==> config.mk <==
export PLATFORM = sky130hd
export DESIGN_NAME = bpa_ctrl
export DESIGN_NICKNAME = d
export VERILOG_FILES = /design/src/hdl/bpa_pkg.sv /design/src/hdl/bpa_ctrl.sv
export SDC_FILE = /design/constraint.sdc
export NUM_CORES = 1
export LEC_CHECK = 0
export ABC_CLOCK_PERIOD_IN_PS = 4800
export BUFFER_PORTS_ARGS = -buffer_cell sky130_fd_sc_hd__buf_4
export CORE_AREA = 2 2 160 162
export CTS_CLUSTER_SIZE = 10
export DETAILED_ROUTE_END_ITERATION = 8
export DIE_AREA = 0 0 162 164
export PLACE_DENSITY_LB_ADDON = 0.12
export SKIP_LAST_GASP = 1
export SLEW_MARGIN = 20
export SYNTH_ARGS = -nofsm -noshare
export SYNTH_HDL_FRONTEND = slang
export SYNTH_SLANG_ARGS = --single-unit
==> constraint.sdc <==
create_clock -name clock -period 4.8 [get_ports clock]
set_input_delay 0.24 -clock clock [delete_from_list [all_inputs] [get_ports clock]]
set_output_delay 0.24 -clock clock [all_outputs]
set_load 0.1 [all_outputs]
==> src/hdl/bpa_pkg.sv <==
// Constants, codes and types of the buddy page allocator.
`default_nettype none
package bpa_pkg;
   localparam int MAX_ORDER = 15;
   localparam int ORDER_W   = 4;
   localparam int PAGE_W    = 15;
   localparam int CNT_W     = 16;
   localparam int WORD_W    = 32;
   localparam int BIT_W     = 5;
   localparam int WIDX_W    = PAGE_W - BIT_W;
   localparam int ADDR_W    = ORDER_W + WIDX_W;
   localparam int MAP_WORDS = (MAX_ORDER + 1) * (1 << WIDX_W);

   localparam logic [CNT_W-1:0] PAGE_SPACE = CNT_W'(1 << PAGE_W);

   localparam logic [1:0] CMD_ALLOC   = 2'd0;
   localparam logic [1:0] CMD_FREE    = 2'd1;
   localparam logic [1:0] CMD_REBUILD = 2'd2;

   localparam logic [1:0] STATUS_OK      = 2'd0;
   localparam logic [1:0] STATUS_NO_FREE = 2'd1;
   localparam logic [1:0] STATUS_BAD     = 2'd2;

   typedef struct packed {
      logic              rd_en;
      logic [ADDR_W-1:0] rd_addr;
      logic              wr_en;
      logic [ADDR_W-1:0] wr_addr;
      logic [WORD_W-1:0] wr_data;
   } mem_req_type;

   // Smallest k with 2^k >= n, for n from 1 to 2^MAX_ORDER.
   function automatic logic [ORDER_W-1:0] order_of(input logic [CNT_W-1:0] n);
      logic [CNT_W-1:0]   x;
      logic [ORDER_W-1:0] k;
      x = n - CNT_W'(1);
      k = '0;
      for (int i = 0; i < CNT_W; i++) begin
         if (x[i]) begin
            k = ORDER_W'(i + 1);
         end
      end
      return k;
   endfunction
endpackage
`default_nettype wire

==> src/hdl/bpa_ctrl.sv <==
// Sequencer: search, split, merge and rebuild over the free block map.
`default_nettype none
module bpa_ctrl (
   input  wire                          clock,
   input  wire                          reset,
   input  wire                          start,
   output logic                         busy,
   input  wire  [1:0]                   req_cmd,
   input  wire  [bpa_pkg::CNT_W-1:0]    req_request_pages,
   input  wire  [bpa_pkg::PAGE_W-1:0]   req_block_start,
   input  wire  [bpa_pkg::CNT_W-1:0]    total_pages,
   output logic                         rsp_valid,
   output logic [1:0]                   rsp_status,
   output logic [bpa_pkg::PAGE_W-1:0]   rsp_alloc_start,
   output logic [bpa_pkg::CNT_W-1:0]    rsp_avail_pages,
   output bpa_pkg::mem_req_type         mem_req,
   input  wire  [bpa_pkg::WORD_W-1:0]   rd_data
);
   import bpa_pkg::*;

   typedef enum logic [3:0] {
      ST_IDLE, ST_CLEAR, ST_BUILD, ST_SCAN_RD, ST_SCAN_CHK, ST_SPLIT_RD, ST_SPLIT_WR,
      ST_MERGE_RD, ST_MERGE_CHK, ST_SET_RD, ST_SET_WR
   } state_type;

   state_type          state_ff;
   logic [ADDR_W-1:0]  caddr_ff;
   logic [ORDER_W-1:0] k_ff, ord_ff;
   logic [PAGE_W-1:0]  page_ff;
   logic [WIDX_W-1:0]  widx_ff;
   logic [CNT_W-1:0]   base_ff, nreb_ff, count_ff;
   logic               emit_ff, rsp_valid_ff;
   logic [1:0]         status_ff;
   logic [PAGE_W-1:0]  astart_ff;

   logic [CNT_W-1:0]   upper_in;
   logic [PAGE_W-1:0]  buddy_in, ord_bit_in;
   logic [BIT_W-1:0]   low_in;
   logic               size_ok_in;
   logic [ORDER_W-1:0] k_in;
   logic [CNT_W-1:0]   pow_k_in;
   logic [CNT_W:0]     sum_in;

   function automatic logic [BIT_W-1:0] lowest_bit(input logic [WORD_W-1:0] w);
      logic [BIT_W-1:0] b;
      b = '0;
      for (int i = WORD_W - 1; i >= 0; i--) begin
         if (w[i]) begin
            b = BIT_W'(i);
         end
      end
      return b;
   endfunction

   function automatic logic [WORD_W-1:0] bit_of(input logic [BIT_W-1:0] b);
      return WORD_W'(1) << b;
   endfunction

   assign ord_bit_in = PAGE_W'(1) << ord_ff;
   assign upper_in   = {1'b0, page_ff} + (CNT_W'(1) << ord_ff);
   assign buddy_in   = page_ff ^ ord_bit_in;
   assign low_in     = lowest_bit(rd_data);
   assign size_ok_in = (req_request_pages != '0) && (req_request_pages <= PAGE_SPACE);
   assign k_in       = order_of(req_request_pages);
   assign pow_k_in   = CNT_W'(1) << k_ff;
   assign sum_in     = {1'b0, count_ff} + {1'b0, CNT_W'(1) << k_in};

   always_comb begin
      mem_req = '0;
      case (state_ff)
         ST_CLEAR: begin
            mem_req.wr_en   = 1'b1;
            mem_req.wr_addr = caddr_ff;
         end
         ST_BUILD: begin
            mem_req.wr_en   = nreb_ff[ord_ff];
            mem_req.wr_addr = {ord_ff, base_ff[PAGE_W-1:BIT_W]};
            mem_req.wr_data = bit_of(base_ff[BIT_W-1:0]);
         end
         ST_SCAN_RD: begin
            mem_req.rd_en   = 1'b1;
            mem_req.rd_addr = {ord_ff, widx_ff};
         end
         ST_SCAN_CHK: begin
            mem_req.wr_en   = (rd_data != '0);
            mem_req.wr_addr = {ord_ff, widx_ff};
            mem_req.wr_data = rd_data & ~bit_of(low_in);
         end
         ST_SPLIT_RD: begin
            mem_req.rd_en   = ~upper_in[PAGE_W];
            mem_req.rd_addr = {ord_ff, upper_in[PAGE_W-1:BIT_W]};
         end
         ST_SPLIT_WR: begin
            mem_req.wr_en   = 1'b1;
            mem_req.wr_addr = {ord_ff, upper_in[PAGE_W-1:BIT_W]};
            mem_req.wr_data = rd_data | bit_of(upper_in[BIT_W-1:0]);
         end
         ST_MERGE_RD: begin
            mem_req.rd_en   = (ord_ff != ORDER_W'(MAX_ORDER));
            mem_req.rd_addr = {ord_ff, buddy_in[PAGE_W-1:BIT_W]};
         end
         ST_MERGE_CHK: begin
            mem_req.wr_en   = rd_data[buddy_in[BIT_W-1:0]];
            mem_req.wr_addr = {ord_ff, buddy_in[PAGE_W-1:BIT_W]};
            mem_req.wr_data = rd_data & ~bit_of(buddy_in[BIT_W-1:0]);
         end
         ST_SET_RD: begin
            mem_req.rd_en   = 1'b1;
            mem_req.rd_addr = {ord_ff, page_ff[PAGE_W-1:BIT_W]};
         end
         ST_SET_WR: begin
            mem_req.wr_en   = 1'b1;
            mem_req.wr_addr = {ord_ff, page_ff[PAGE_W-1:BIT_W]};
            mem_req.wr_data = rd_data | bit_of(page_ff[BIT_W-1:0]);
         end
         default: begin
         end
      endcase
   end

   always_ff @(posedge clock) begin
      if (reset) begin
         state_ff     <= ST_CLEAR;
         caddr_ff     <= '0;
         emit_ff      <= 1'b0;
         rsp_valid_ff <= 1'b0;
         count_ff     <= '0;
         status_ff    <= STATUS_OK;
         astart_ff    <= '0;
      end else begin
         rsp_valid_ff <= 1'b0;
         case (state_ff)
            ST_IDLE: begin
               if (start) begin
                  k_ff      <= k_in;
                  ord_ff    <= k_in;
                  page_ff   <= req_block_start;
                  widx_ff   <= '0;
                  astart_ff <= '0;
                  status_ff <= STATUS_OK;
                  case (req_cmd)
                     CMD_ALLOC: begin
                        if (size_ok_in) begin
                           state_ff <= ST_SCAN_RD;
                        end else begin
                           status_ff    <= STATUS_BAD;
                           rsp_valid_ff <= 1'b1;
                        end
                     end
                     CMD_FREE: begin
                        if (size_ok_in) begin
                           count_ff <= sum_in[CNT_W] ? '1 : sum_in[CNT_W-1:0];
                           state_ff <= ST_MERGE_RD;
                        end else begin
                           status_ff    <= STATUS_BAD;
                           rsp_valid_ff <= 1'b1;
                        end
                     end
                     CMD_REBUILD: begin
                        caddr_ff <= '0;
                        emit_ff  <= 1'b1;
                        state_ff <= ST_CLEAR;
                     end
                     default: begin
                        rsp_valid_ff <= 1'b1;
                     end
                  endcase
               end
            end
            ST_CLEAR: begin
               caddr_ff <= caddr_ff + 1'b1;
               if (caddr_ff == ADDR_W'(MAP_WORDS - 1)) begin
                  ord_ff   <= ORDER_W'(MAX_ORDER);
                  base_ff  <= '0;
                  nreb_ff  <= (total_pages > PAGE_SPACE) ? PAGE_SPACE : total_pages;
                  state_ff <= ST_BUILD;
               end
            end
            ST_BUILD: begin
               if (nreb_ff[ord_ff]) begin
                  base_ff <= base_ff + (CNT_W'(1) << ord_ff);
               end
               if (ord_ff == '0) begin
                  count_ff     <= nreb_ff;
                  status_ff    <= STATUS_OK;
                  astart_ff    <= '0;
                  rsp_valid_ff <= emit_ff;
                  state_ff     <= ST_IDLE;
               end else begin
                  ord_ff <= ord_ff - 1'b1;
               end
            end
            ST_SCAN_RD: begin
               state_ff <= ST_SCAN_CHK;
            end
            ST_SCAN_CHK: begin
               if (rd_data != '0) begin
                  page_ff <= {widx_ff, low_in};
                  if (ord_ff == k_ff) begin
                     astart_ff    <= {widx_ff, low_in};
                     count_ff     <= (count_ff >= pow_k_in) ? count_ff - pow_k_in : '0;
                     rsp_valid_ff <= 1'b1;
                     state_ff     <= ST_IDLE;
                  end else begin
                     ord_ff   <= ord_ff - 1'b1;
                     state_ff <= ST_SPLIT_RD;
                  end
               end else if (widx_ff == '1) begin
                  if (ord_ff == ORDER_W'(MAX_ORDER)) begin
                     status_ff    <= STATUS_NO_FREE;
                     rsp_valid_ff <= 1'b1;
                     state_ff     <= ST_IDLE;
                  end else begin
                     ord_ff   <= ord_ff + 1'b1;
                     widx_ff  <= '0;
                     state_ff <= ST_SCAN_RD;
                  end
               end else begin
                  widx_ff  <= widx_ff + 1'b1;
                  state_ff <= ST_SCAN_RD;
               end
            end
            ST_SPLIT_RD, ST_SPLIT_WR: begin
               // drop an upper half that lies past the page space
               if (state_ff == ST_SPLIT_RD && !upper_in[PAGE_W]) begin
                  state_ff <= ST_SPLIT_WR;
               end else if (ord_ff == k_ff) begin
                  astart_ff    <= page_ff;
                  count_ff     <= (count_ff >= pow_k_in) ? count_ff - pow_k_in : '0;
                  rsp_valid_ff <= 1'b1;
                  state_ff     <= ST_IDLE;
               end else begin
                  ord_ff   <= ord_ff - 1'b1;
                  state_ff <= ST_SPLIT_RD;
               end
            end
            ST_MERGE_RD: begin
               state_ff <= (ord_ff == ORDER_W'(MAX_ORDER)) ? ST_SET_RD : ST_MERGE_CHK;
            end
            ST_MERGE_CHK: begin
               if (rd_data[buddy_in[BIT_W-1:0]]) begin
                  page_ff  <= page_ff & ~ord_bit_in;
                  ord_ff   <= ord_ff + 1'b1;
                  state_ff <= ST_MERGE_RD;
               end else begin
                  state_ff <= ST_SET_RD;
               end
            end
            ST_SET_RD: begin
               state_ff <= ST_SET_WR;
            end
            ST_SET_WR: begin
               rsp_valid_ff <= 1'b1;
               state_ff     <= ST_IDLE;
            end
            default: begin
               state_ff <= ST_IDLE;
            end
         endcase
      end
   end

   assign busy            = (state_ff != ST_IDLE);
   assign rsp_valid       = rsp_valid_ff;
   assign rsp_status      = status_ff;
   assign rsp_alloc_start = astart_ff;
   assign rsp_avail_pages = count_ff;
endmodule
`default_nettype wire

==> reports/results.txt, run 1 <==
Root Driver = clkbuf_16
Final RePlAce weighted congestion = 1.02
Commonest non-fill, non-tap cell in the layout = buf_4
CTS tree = built
CP max-delay cell = edfxtp_1
Cts hold-fix bufs = 0
Drt first pass iters = 6
Yosys warning count = 0
Layout Utilization = 62.5%
Clk buf depth = 2
Area share of the largest cell type after synthesis = 14.6%
PwrDens = 385 nW/um2
Outcome = completed
Switching share of power = 50.5%
Worst R2R Path Depth = 12
Detailed placement HPWL = 37.3 mm
Initial DRC count = 1496
Setup ws final = 0.179 ns
Final nets = 1988
Startpoint type of the worst setup path = flip-flop
Post-synth cell types = 99
Post-CTS Setup Bufs = 0
CTS clk-pin slew, worst paths = 0.06 ns
Final setup violation count = 0
Placed cell count = 2123
Synthesized Nets = 1839
Max-cap violations = 0
Synth Cell Area = 13200 um2
I/O pin count = 181
Reg2reg end = ord_ff[0]$_DFFE_PP_
Cell taking the most area after synthesis = edfxtp_1
Post-synth EDFFs = 64
CP required = 4.56 ns
Count of final max-slew check failures = 0
Port Buffers = 180
Critical Path Sink = mem_req[61]
Reg-to-reg startpoint = ord_ff[1]$_DFFE_PP_
Min Tclk post-route = 4.62 ns
CP Launch Point = ord_ff[1]$_DFFE_PP_
Initial antenna violation count = 0
Via count = 14500
Vias in the first global route = 13500
Pin count of the biggest net entering global routing = 47
Final WL = 50.0 mm
Remaining antenna violation count = 0
Crit Path Category = reg -> out
P_leak = 6.02 nW
Share of flip-flops with an asynchronous set or reset = 0%
R2R Setup Slk = 0.51 ns
Sequential area share after synthesis = 22.7%
Clk_lat worst skew = 0.43 ns
Gates resized, CTS repair = 0
Synthesized instance count = 1663
#FFs+latches synth = 117
Critical path arrival = 4.38 ns
Initial core utilization = 53.0%
Die area = 26600 um2
Syn_area_per_cell = 7.91 um2
Clock power frac = 20.3%
Hold/Removal Path Class = in -> reg
# clock sinks = 117
Maximum VDD drop = 0.454 mV
Vias per cell = 6.72
Sequential fraction of design power = 23.9%
P&R area growth vs syn = 17.9%
Internal power = 0.00296 W
Layout cell share with drive strength beyond 1 = 20.3%
First-pass GRT wire length = 76.6 mm
N_diodes = 0
Fmax = 0.216 GHz
Worst slack, placed = -0.0724 ns
CORE AREA = 24800 um2
Skew final = 0.0124 ns
Synth area leaders = edfxtp_1 (15%), ha_1 (8.4%), dfxtp_1 (8.1%), a21oi_1 (5.2%), nor2_1 (4.5%)
CP max FO = 5
Die Ht = 164 um
Most used cell, CP = ha_1
Switching Power = 0.00302 W
Wire length per cell = 23.2 um
Row count = 58
Fin cells = 2155
Final worst path period share = 96.3%
Commonest non-fill, non-tap cells in the layout = buf_4 (232), nor2_1 (156), nand2_1 (138)
Unrepaired setup endpoints after global routing = false
Post-route DRC violation count = 0
Hold Vio Cnt, Final = 0
Rel. slew slack = 21.1%
Slew @ Worst Pin = 1.18 ns
Crit. End Element = output port
CP Cell Sequence = inv_1 > ha_1 > nand2_1 > ha_1 > nand2b_1 > a221o_1 > a211oi_2 > o21ai_0 > o21ai_2 > mux2i_1 > nand3_1 > buf_4
CP max stage delay = 0.46 ns
Total track usage = 36.9%
GRT overflow = 0
CTS HTree Levels = 4
Top_reg_cell synth = edfxtp_1
Num CTS Buffers = 17
Die W = 162 um
Gate power share = 55.7%
==> power by group through the flow <==
stage	Clock, W	Combinational, W	Sequential (W)
2_1_floorplan	0	0.00195	0.00187
3_3_place_gp	0	0.00322	0.00144
3_5_place_dp	0	0.00326	0.00144
4_1_cts	0.00122	0.00328	0.00142
5_1_grt	0.00126	0.00353	0.00144
6_report	0.00121	0.00333	0.00143
==> critical path: cells and delay by family, from the launching register on <==
family / cells / cell delay [ns]
adders and majority gates: 2 / 0.79
AOI/OAI and AO/OA: 4 / 1.20
muxes: 1 / 0.44
buffers and inverters: 2 / 0.47
and+or+nand+nor: 3 / 0.58
DFF: 1 / 0.46
==> how the worst min path moves through the flow <==
stage,from,endpoint,cells after the start,slack [ns]
after floorplan,start,emit_ff$_SDFFE_PP0P_,2,0.39
after global placement,emit_ff$_SDFFE_PP0P_,emit_ff$_SDFFE_PP0P_,2,0.48
after detailed placement,emit_ff$_SDFFE_PP0P_,emit_ff$_SDFFE_PP0P_,2,0.49
after CTS,total_pages[15],nreb_ff[15]$_SDFFCE_PN1P_,1,0.08
after global routing,total_pages[15],nreb_ff[15]$_SDFFCE_PN1P_,1,0.09
final,total_pages[15],nreb_ff[15]$_SDFFCE_PN1P_,1,0.09
==> kinds of logic after synthesis <==
family                     Yosys count  synth area share (%)
adders and majority gates           92                  8.98
AOI/OAI and AO/OA                  557                  30.0
muxes                               23                  3.19
DFF                                117                  22.7
xor gates and xnor gates            72                  4.79
and+or+nand+nor                    634                  25.1
buffers and inverters              168                  5.20
==> layout make-up <==
| cell class | instances | area, um2 |
|---|---|---|
| clock inverter | 15 | 121 |
| fill | 2297 | 9310 |
| inverter | 65 | 244 |
| timing repair buffer | 233 | 1760 |
| multi-input combinational | 1378 | 9560 |
| tap | 330 | 413 |
| clock buffer | 17 | 425 |
| sequential | 117 | 2980 |
==> state kept, by name, summed over array words and instances (netlist names) <==
register / count
rsp_avail_pages: 16
state_ff: 4
ord_ff: 4
nreb_ff: 16
rsp_alloc_start: 15
rsp_status: 2
widx_ff: 10
page_ff: 15
emit_ff: 1
caddr_ff: 14
base_ff: 15
k_ff: 4
rsp_valid: 1
==> stage by stage <==
stage	TNS (ns)	power [W]	hold slack, ns	area (um2)
3_3_place_gp	0	0.00466	0.484	14900
6_report	0	0.00598	0.0881	15500
3_5_place_dp	-0.228	0.00470	0.487	14900
4_1_cts	0	0.00592	0.0752	15500
2_1_floorplan	0	0.00382	0.389	13200
5_1_grt	0	0.00623	0.0851	15500
==> Yosys cell counts (7+ instances only) <==
| master | count |
|---|---|
| nand2b_1 | 41 |
| o22a_1 | 17 |
| nor4b_1 | 7 |
| dfxtp_1 | 53 |
| or3_1 | 21 |
| o211ai_1 | 37 |
| a31oi_1 | 26 |
| mux2i_1 | 7 |
| nor2b_1 | 45 |
| xnor2_1 | 37 |
| edfxtp_1 | 64 |
| and3_1 | 19 |
| nor2_1 | 157 |
| a22oi_1 | 39 |
| inv_1 | 63 |
| buf_1 | 9 |
| a311oi_2 | 11 |
| o2111ai_1 | 10 |
| nor3b_1 | 12 |
| clkbuf_1 | 80 |
| a221oi_1 | 17 |
| ha_1 | 88 |
| nand3_1 | 44 |
| a311oi_1 | 11 |
| o221a_2 | 13 |
| mux4_2 | 15 |
| a211oi_1 | 27 |
| nand4_1 | 10 |
| nor4_1 | 26 |
| o21ai_0 | 99 |
| a21o_1 | 9 |
| a211oi_2 | 11 |
| nand3b_1 | 14 |
| xor2_1 | 35 |
| or2_2 | 9 |
| nor3_1 | 42 |
| and2_1 | 11 |
| buf_2 | 7 |
| nand2_1 | 139 |
| a21oi_1 | 136 |
| o31a_1 | 7 |
| o21a_1 | 13 |
| o21bai_1 | 12 |
==> layer usage <==
metal,part of all wire (%),wire length [um],GRT usage [%]
met1,40,19900,47.8
met2,46,23100,59.3
met3,9.4,4690,7.55
met4,4.7,2370,17.3
met5,0,0,0
Power figures use the tool's default switching activity.
==> inputs of run 2 (changes only) <==
--- a/config.mk
+++ b/config.mk
@@ -5,12 +5,12 @@
 export SDC_FILE = /design/constraint.sdc
 export NUM_CORES = 1
 export LEC_CHECK = 0
-export ABC_CLOCK_PERIOD_IN_PS = 4800
+export ABC_CLOCK_PERIOD_IN_PS = 5100
 export BUFFER_PORTS_ARGS = -buffer_cell sky130_fd_sc_hd__buf_4
-export CORE_AREA = 2 2 160 162
+export CORE_AREA = 2 2 152 154
 export CTS_CLUSTER_SIZE = 10
 export DETAILED_ROUTE_END_ITERATION = 8
-export DIE_AREA = 0 0 162 164
+export DIE_AREA = 0 0 154 156
 export PLACE_DENSITY_LB_ADDON = 0.12
 export SKIP_LAST_GASP = 1
 export SLEW_MARGIN = 20
==> constraint.sdc (replaced) <==
create_clock -name clock -period 5.1 [get_ports clock]
set_input_delay 0.255 -clock clock [delete_from_list [all_inputs] [get_ports clock]]
set_output_delay 0.255 -clock clock [all_outputs]
set_load 0.1 [all_outputs]
==> run 2 against run 1 <==
Net effect: hold slack better by 0.0083 ns; sequential power down 6%; register-to-register slack improved by 0.03 ns; non-clock buffer count decreased by 25; sequential share of layout area is 0.24 points higher; clock skew down 0.0017 ns; flip-flop and latch count did not move; critical endpoint unchanged; utilization grew 6.0 points; worst setup slack got worse by 0.055 ns; die area is 9.6% lower; clock-buffer cell count is the same; final cell count shrank 3.2%; critical path type unchanged.
==> reports/results.txt, run 2 (synthesis gave the netlist of run 1 again) <==
Die area = 24000 um2
Post-route DRC violation count = 0
Fin cells = 2085
Count of final max-slew check failures = 0
Reg2reg end = ord_ff[0]$_DFFE_PP_
Crit. End Element = output port
CP required = 4.85 ns
Fmax = 0.201 GHz
Final nets = 1963
Max-cap violations = 0
Fin Setup TNS = 0 ns
Vias in the first global route = 13700
N_diodes = 0
Gates resized, CTS repair = 0
CP max-delay cell = ha_1
Initial DRC count = 1510
Skew final = 0.0107 ns
Die Ht = 156 um
Final WL = 48.2 mm
Reg area = 2980 um2
Initial antenna violation count = 0
CTS tree = built
P&R area growth vs syn = 16.4%
CORE AREA = 22400 um2
Num CTS Buffers = 17
CTS clk-pin slew, worst paths = 0.06 ns
Cts hold-fix bufs = 0
Total track usage = 39.6%
CP max FO = 11
Outcome = completed
Layout Utilization = 68.5%
Detailed placement HPWL = 35.5 mm
Most used cell, CP = ha_1
Clk_lat worst skew = 0.44 ns
Hold Path Depth = 1
CP Cell Sequence = inv_1 > ha_1 > nand2_1 > ha_1 > nand2b_1 > a221o_1 > a211oi_2 > o21ai_0 > o21ai_1 > mux2i_1 > nand3_1 > buf_4
WHS = 0.0964 ns
Fill cells = 1892
Rel. slew slack = 31.4%
Pin count of the biggest net entering global routing = 47
Row count = 55
Commonest non-fill, non-tap cells in the layout = buf_4 (207), nor2_1 (157), nand2_1 (138)
Clk buf depth = 2
Hold Vio Cnt, Final = 0
Remaining antenna violation count = 0
Worst slack, placed = -0.0231 ns
Setup ws final = 0.124 ns
P_leak = 5.92 nW
Hold/Removal Path Class = in -> reg
Final worst path period share = 97.6%
Crit Path Category = reg -> out
GRT overflow = 0
Min Tclk post-route = 4.98 ns
First-pass GRT wire length = 74.9 mm
Startpoint type of the worst setup path = flip-flop
Commonest non-fill, non-tap cell in the layout = buf_4
Layout cell share with drive strength beyond 1 = 18.8%
Port Buffers = 180
Slew @ Worst Pin = 1.03 ns
Drt first pass iters = 6
Root Driver = clkbuf_16
R2R Setup Slk = 0.54 ns
Area of the multi-input gates = 9530 um2
Reg-to-reg startpoint = ord_ff[1]$_DFFE_PP_
Initial core utilization = 58.8%
CP Launch Point = ord_ff[1]$_DFFE_PP_
Post-CTS Setup Bufs = 0
Unrepaired setup endpoints after global routing = false
Worst R2R Path Depth = 12
# clock sinks = 117
Vias per cell = 6.92
Hold Startpoint = total_pages[15]
Critical path arrival = 4.72 ns
Maximum VDD drop = 0.458 mV
I/O pin count = 181
Wire length per cell = 23.1 um
Via count = 14400
PwrDens = 376 nW/um2
Die W = 154 um
CP bufs+invs = 2
CTS HTree Levels = 4
Placed cell count = 2053
Final RePlAce weighted congestion = 1.04
Final setup violation count = 0
WHS Endpoint = nreb_ff[15]$_SDFFCE_PN1P_
Largest delay share family, worst path = compound AO/OA/AOI/OAI gates
CP max stage delay = 0.55 ns
[run 2: cell count changes in the layout (fill, tap and decap cells not counted), moves of 2 or more]
cell / before / now
ha_1: 86 / 88
bufinv_16: 0 / 4
inv_6: 6 / 2
o221ai_1: 4 / 6
o21ai_1: 12 / 8
o21ai_0: 89 / 94
ha_2: 2 / 0
buf_4: 232 / 207
o221ai_2: 2 / 0
[run 2: worst max-delay path by stage]
stage                                  endpoint  depth (start not counted)
6_report                            mem_req[61]                         12
5_1_grt        rsp_avail_pages[14]$_SDFFE_PP0P_                         22
4_1_cts                             mem_req[61]                         12
3_5_place_dp    rsp_avail_pages[3]$_SDFFE_PP0P_                         22
3_3_place_gp   rsp_avail_pages[14]$_SDFFE_PP0P_                         22
2_1_floorplan                       mem_req[51]                         13
[run 2: stage by stage]
step                      power, W  cell area (um2)
after floorplan            0.00359            13200
after CTS                  0.00568            15300
final                      0.00576            15300
after global routing       0.00600            15300
after detailed placement   0.00438            14700
after global placement     0.00435            14700
[run 2: where the power goes]
part	total (W)	internal (W)	switching [W]
logic	0.00311	0.000988	0.00213
registers	0.00134	0.00114	0.000200
clock network	0.00130	0.000819	0.000485
[run 2: worst reg2reg max path: cells and delay by family (launching register included)]
family	cells	cell delay, ns
compound gates	4	1.28
fa+ha+maj	2	0.95
simple gates	4	0.91
mux	1	0.54
flops	1	0.39
buf+inv	1	0.16
[run 2: per-layer routing]
metal / vias to the layer above / wire length, um / global-route usage (%)
met1: 6748 / 18400 / 50.3
met3: 209 / 5360 / 8.17
met2: 917 / 21800 / 63.5
li1: 6558 / - / -
met4: 0 / 2700 / 21.1
met5: - / 0 / 0
[run 2: final cells by class]
| type | instances | share of cell area [%] |
|---|---|---|
| Sequential cell | 117 | 19.5 |
| Clock inverter | 15 | 1.33 |
| Timing Repair Buffer | 208 | 10.3 |
| Inverter | 65 | 1.59 |
| Tap cell | 285 | 2.33 |
| Multi-Input combinational cell | 1378 | 62.2 |
| Clock buffer | 17 | 2.78 |
==> inputs of run 3 (changes only) <==
--- a/config.mk
+++ b/config.mk
@@ -7,10 +7,12 @@
 export LEC_CHECK = 0
 export ABC_CLOCK_PERIOD_IN_PS = 5100
 export BUFFER_PORTS_ARGS = -buffer_cell sky130_fd_sc_hd__buf_4
-export CORE_AREA = 2 2 152 154
+export CELL_PAD_IN_SITES_DETAIL_PLACEMENT = 1
+export CELL_PAD_IN_SITES_GLOBAL_PLACEMENT = 1
+export CORE_AREA = 2 2 176 178
 export CTS_CLUSTER_SIZE = 10
 export DETAILED_ROUTE_END_ITERATION = 8
-export DIE_AREA = 0 0 154 156
+export DIE_AREA = 0 0 178 180
 export PLACE_DENSITY_LB_ADDON = 0.12
 export SKIP_LAST_GASP = 1
 export SLEW_MARGIN = 20
==> run 3 against run 2 <==
Net effect: maximum frequency grew 1.5%; clock skew grew 0.0056 ns; via count shrank 0.75%; clock-buffer cell count is the same; die area grew 33%; final cell count grew 5.9%; combinational power grew 2%; worst setup slack gained 0.072 ns; largest cell class unchanged.
==> reports/results.txt, run 3 (synthesis gave the netlist of run 1 again) <==
P_leak = 5.97 nW
Final nets = 1975
CP bufs+invs = 3
Remaining antenna violation count = 0
# clock sinks = 117
CTS HTree Levels = 4
Drt first pass iters = 6
Reg2reg end = rsp_alloc_start[9]$_SDFFE_PP0P_
Row count = 64
Clk_lat worst skew = 0.45 ns
Die W = 178 um
Fmax = 0.204 GHz
Worst slack, placed = 0.0448 ns
Outcome = completed
Wire length per cell = 24.7 um
Unrepaired setup endpoints after global routing = true
Initial antenna violation count = 2
Critical Path Sink = mem_req[25]
Fin Setup TNS = 0 ns
Layout cell share with drive strength beyond 1 = 19.4%
First-pass GRT wire length = 84.4 mm
P&R area growth vs syn = 17.9%
Worst R2R Path Depth = 14
I/O pin count = 181
Final worst path period share = 96.2%
R2R Setup Slk = 0.33 ns
Clock power frac = 22.2%
CP max stage delay = 0.49 ns
GRT overflow = 0
Critical path arrival = 4.65 ns
Layout Utilization = 51.4%
Skew final = 0.0162 ns
CP required = 4.85 ns
Port Buffers = 180
Detailed placement HPWL = 41.2 mm
Gate power share = 54.4%
Initial core utilization = 43.6%
Root Driver = clkbuf_16
Largest delay share family, worst path = simple AND/OR/NAND/NOR gates
PwrDens = 375 nW/um2
Hold Vio Cnt, Final = 0
Hold/Removal Path Class = in -> reg
Commonest non-fill, non-tap cells in the layout = buf_4 (220), nor2_1 (156), nand2_1 (139)
Total track usage = 33.8%
Vias in the first global route = 14600
Min Tclk post-route = 4.90 ns
Placed instance area = 14900 um2
Count of final max-slew check failures = 0
CP Cell Sequence = inv_1 > ha_1 > nand2_1 > inv_1 > ha_1 > fa_1 > nand2b_1 > a21oi_1 > or3_1 > a31o_2 > nor2_1 > a31oi_1 > o221a_2 > o21ai_0 > buf_4
Die area = 32000 um2
Internal power = 0.00291 W
Die Ht = 180 um
Rel. slew slack = 27.3%
WHS = 0.0771 ns
Sequential fraction of design power = 23.3%
Initial DRC count = 1330
Switching Power = 0.00291 W
Maximum VDD drop = 0.338 mV
Clk buf depth = 2
CORE AREA = 30200 um2
Setup ws final = 0.196 ns
Slew @ Worst Pin = 1.09 ns
CP max-delay cell = nor2_1
CTS tree = built
Num CTS Buffers = 17
CP Depth = 15
Pin count of the biggest net entering global routing = 47
Max-cap violations = 0
Commonest non-fill, non-tap cell in the layout = buf_4
Crit Path Category = reg -> out
CP max FO = 8
Final setup violation count = 0
Post-route DRC violation count = 0
Design Area, Final = 15500 um2
CP Launch Point = ord_ff[1]$_DFFE_PP_
Switching share of power = 50.1%
Vias per cell = 6.48
CTS clk-pin slew, worst paths = 0.07 ns
Final RePlAce weighted congestion = 0.961
Crit. End Element = output port
Final WL = 54.5 mm
Via count = 14300
Startpoint type of the worst setup path = flip-flop
Reg-to-reg startpoint = ord_ff[1]$_DFFE_PP_
-- run 3: cell types whose count changed in the layout (fill, tap and decap cells not counted), sizes merged --
cell / delta
clkinvlp: +2
diode: +1
clkinv: -1
buf: +12
bufinv: -1
-- run 3: layout make-up --
class                      count  area (um2)
antenna                        1        2.50
clock buffer                  17         425
clock inverter                15         181
fill                        3721       14700
inverter                      65         244
multi-input combinational   1378        9530
sequential                   117        2980
tap                          396         495
timing repair buffer         220        1650
-- run 3: power groups by stage --
stage	registers (W)	logic (W)	clock network, W
finish	0.00136	0.00317	0.00129
global route	0.00137	0.00337	0.00134
detailed placement	0.00137	0.00309	0
floorplan	0.00176	0.00183	0
global placement	0.00137	0.00303	0
CTS	0.00135	0.00312	0.00130
-- run 3: worst min-delay path by stage --
stage	from	to	slack, ns	cells after the start
global placement	emit_ff$_SDFFE_PP0P_	emit_ff$_SDFFE_PP0P_	0.48	2
finish	total_pages[15]	nreb_ff[15]$_SDFFCE_PN1P_	0.08	1
detailed placement	emit_ff$_SDFFE_PP0P_	emit_ff$_SDFFE_PP0P_	0.48	2
floorplan	start	emit_ff$_SDFFE_PP0P_	0.40	2
global route	total_pages[15]	nreb_ff[15]$_SDFFCE_PN1P_	0.09	1
CTS	total_pages[15]	nreb_ff[15]$_SDFFCE_PN1P_	0.08	1
-- run 3: routing by layer --
metal | up-vias | global-route usage (%) | wire (um)
li1 | 6565 | - | -
met1 | 7052 | 43.5 | 22600
met2 | 569 | 55.8 | 26000
met3 | 136 | 5.75 | 3580
met4 | 2 | 14.1 | 2170
met5 | - | 0 | 13
-- run 3: what timing repair did --
item                       CTS  global route
gates resized for setup      0             2
setup buffers                0             2
setup endpoints to repair    0            21
hold buffers                 0             0
-- run 3: worst reg2reg max path: cells and delay by family (launching register included) --
family / cells / cell delay, ns
AO/OA/AOI/OAI: 5 / 1.68
adder cells (fa/ha/maj): 2 / 0.58
buffers and inverters: 3 / 0.89
flip-flops: 1 / 0.49
multiplexers: 1 / 0.53
AND/OR/NAND/NOR: 3 / 0.49
-- run 3: stage by stage --
step,cells,total power (W)
6_report,2209,0.00582
5_1_grt,2209,0.00608
4_1_cts,2206,0.00577
3_5_place_dp,2174,0.00447
3_3_place_gp,2174,0.00440
2_1_floorplan,1663,0.00359
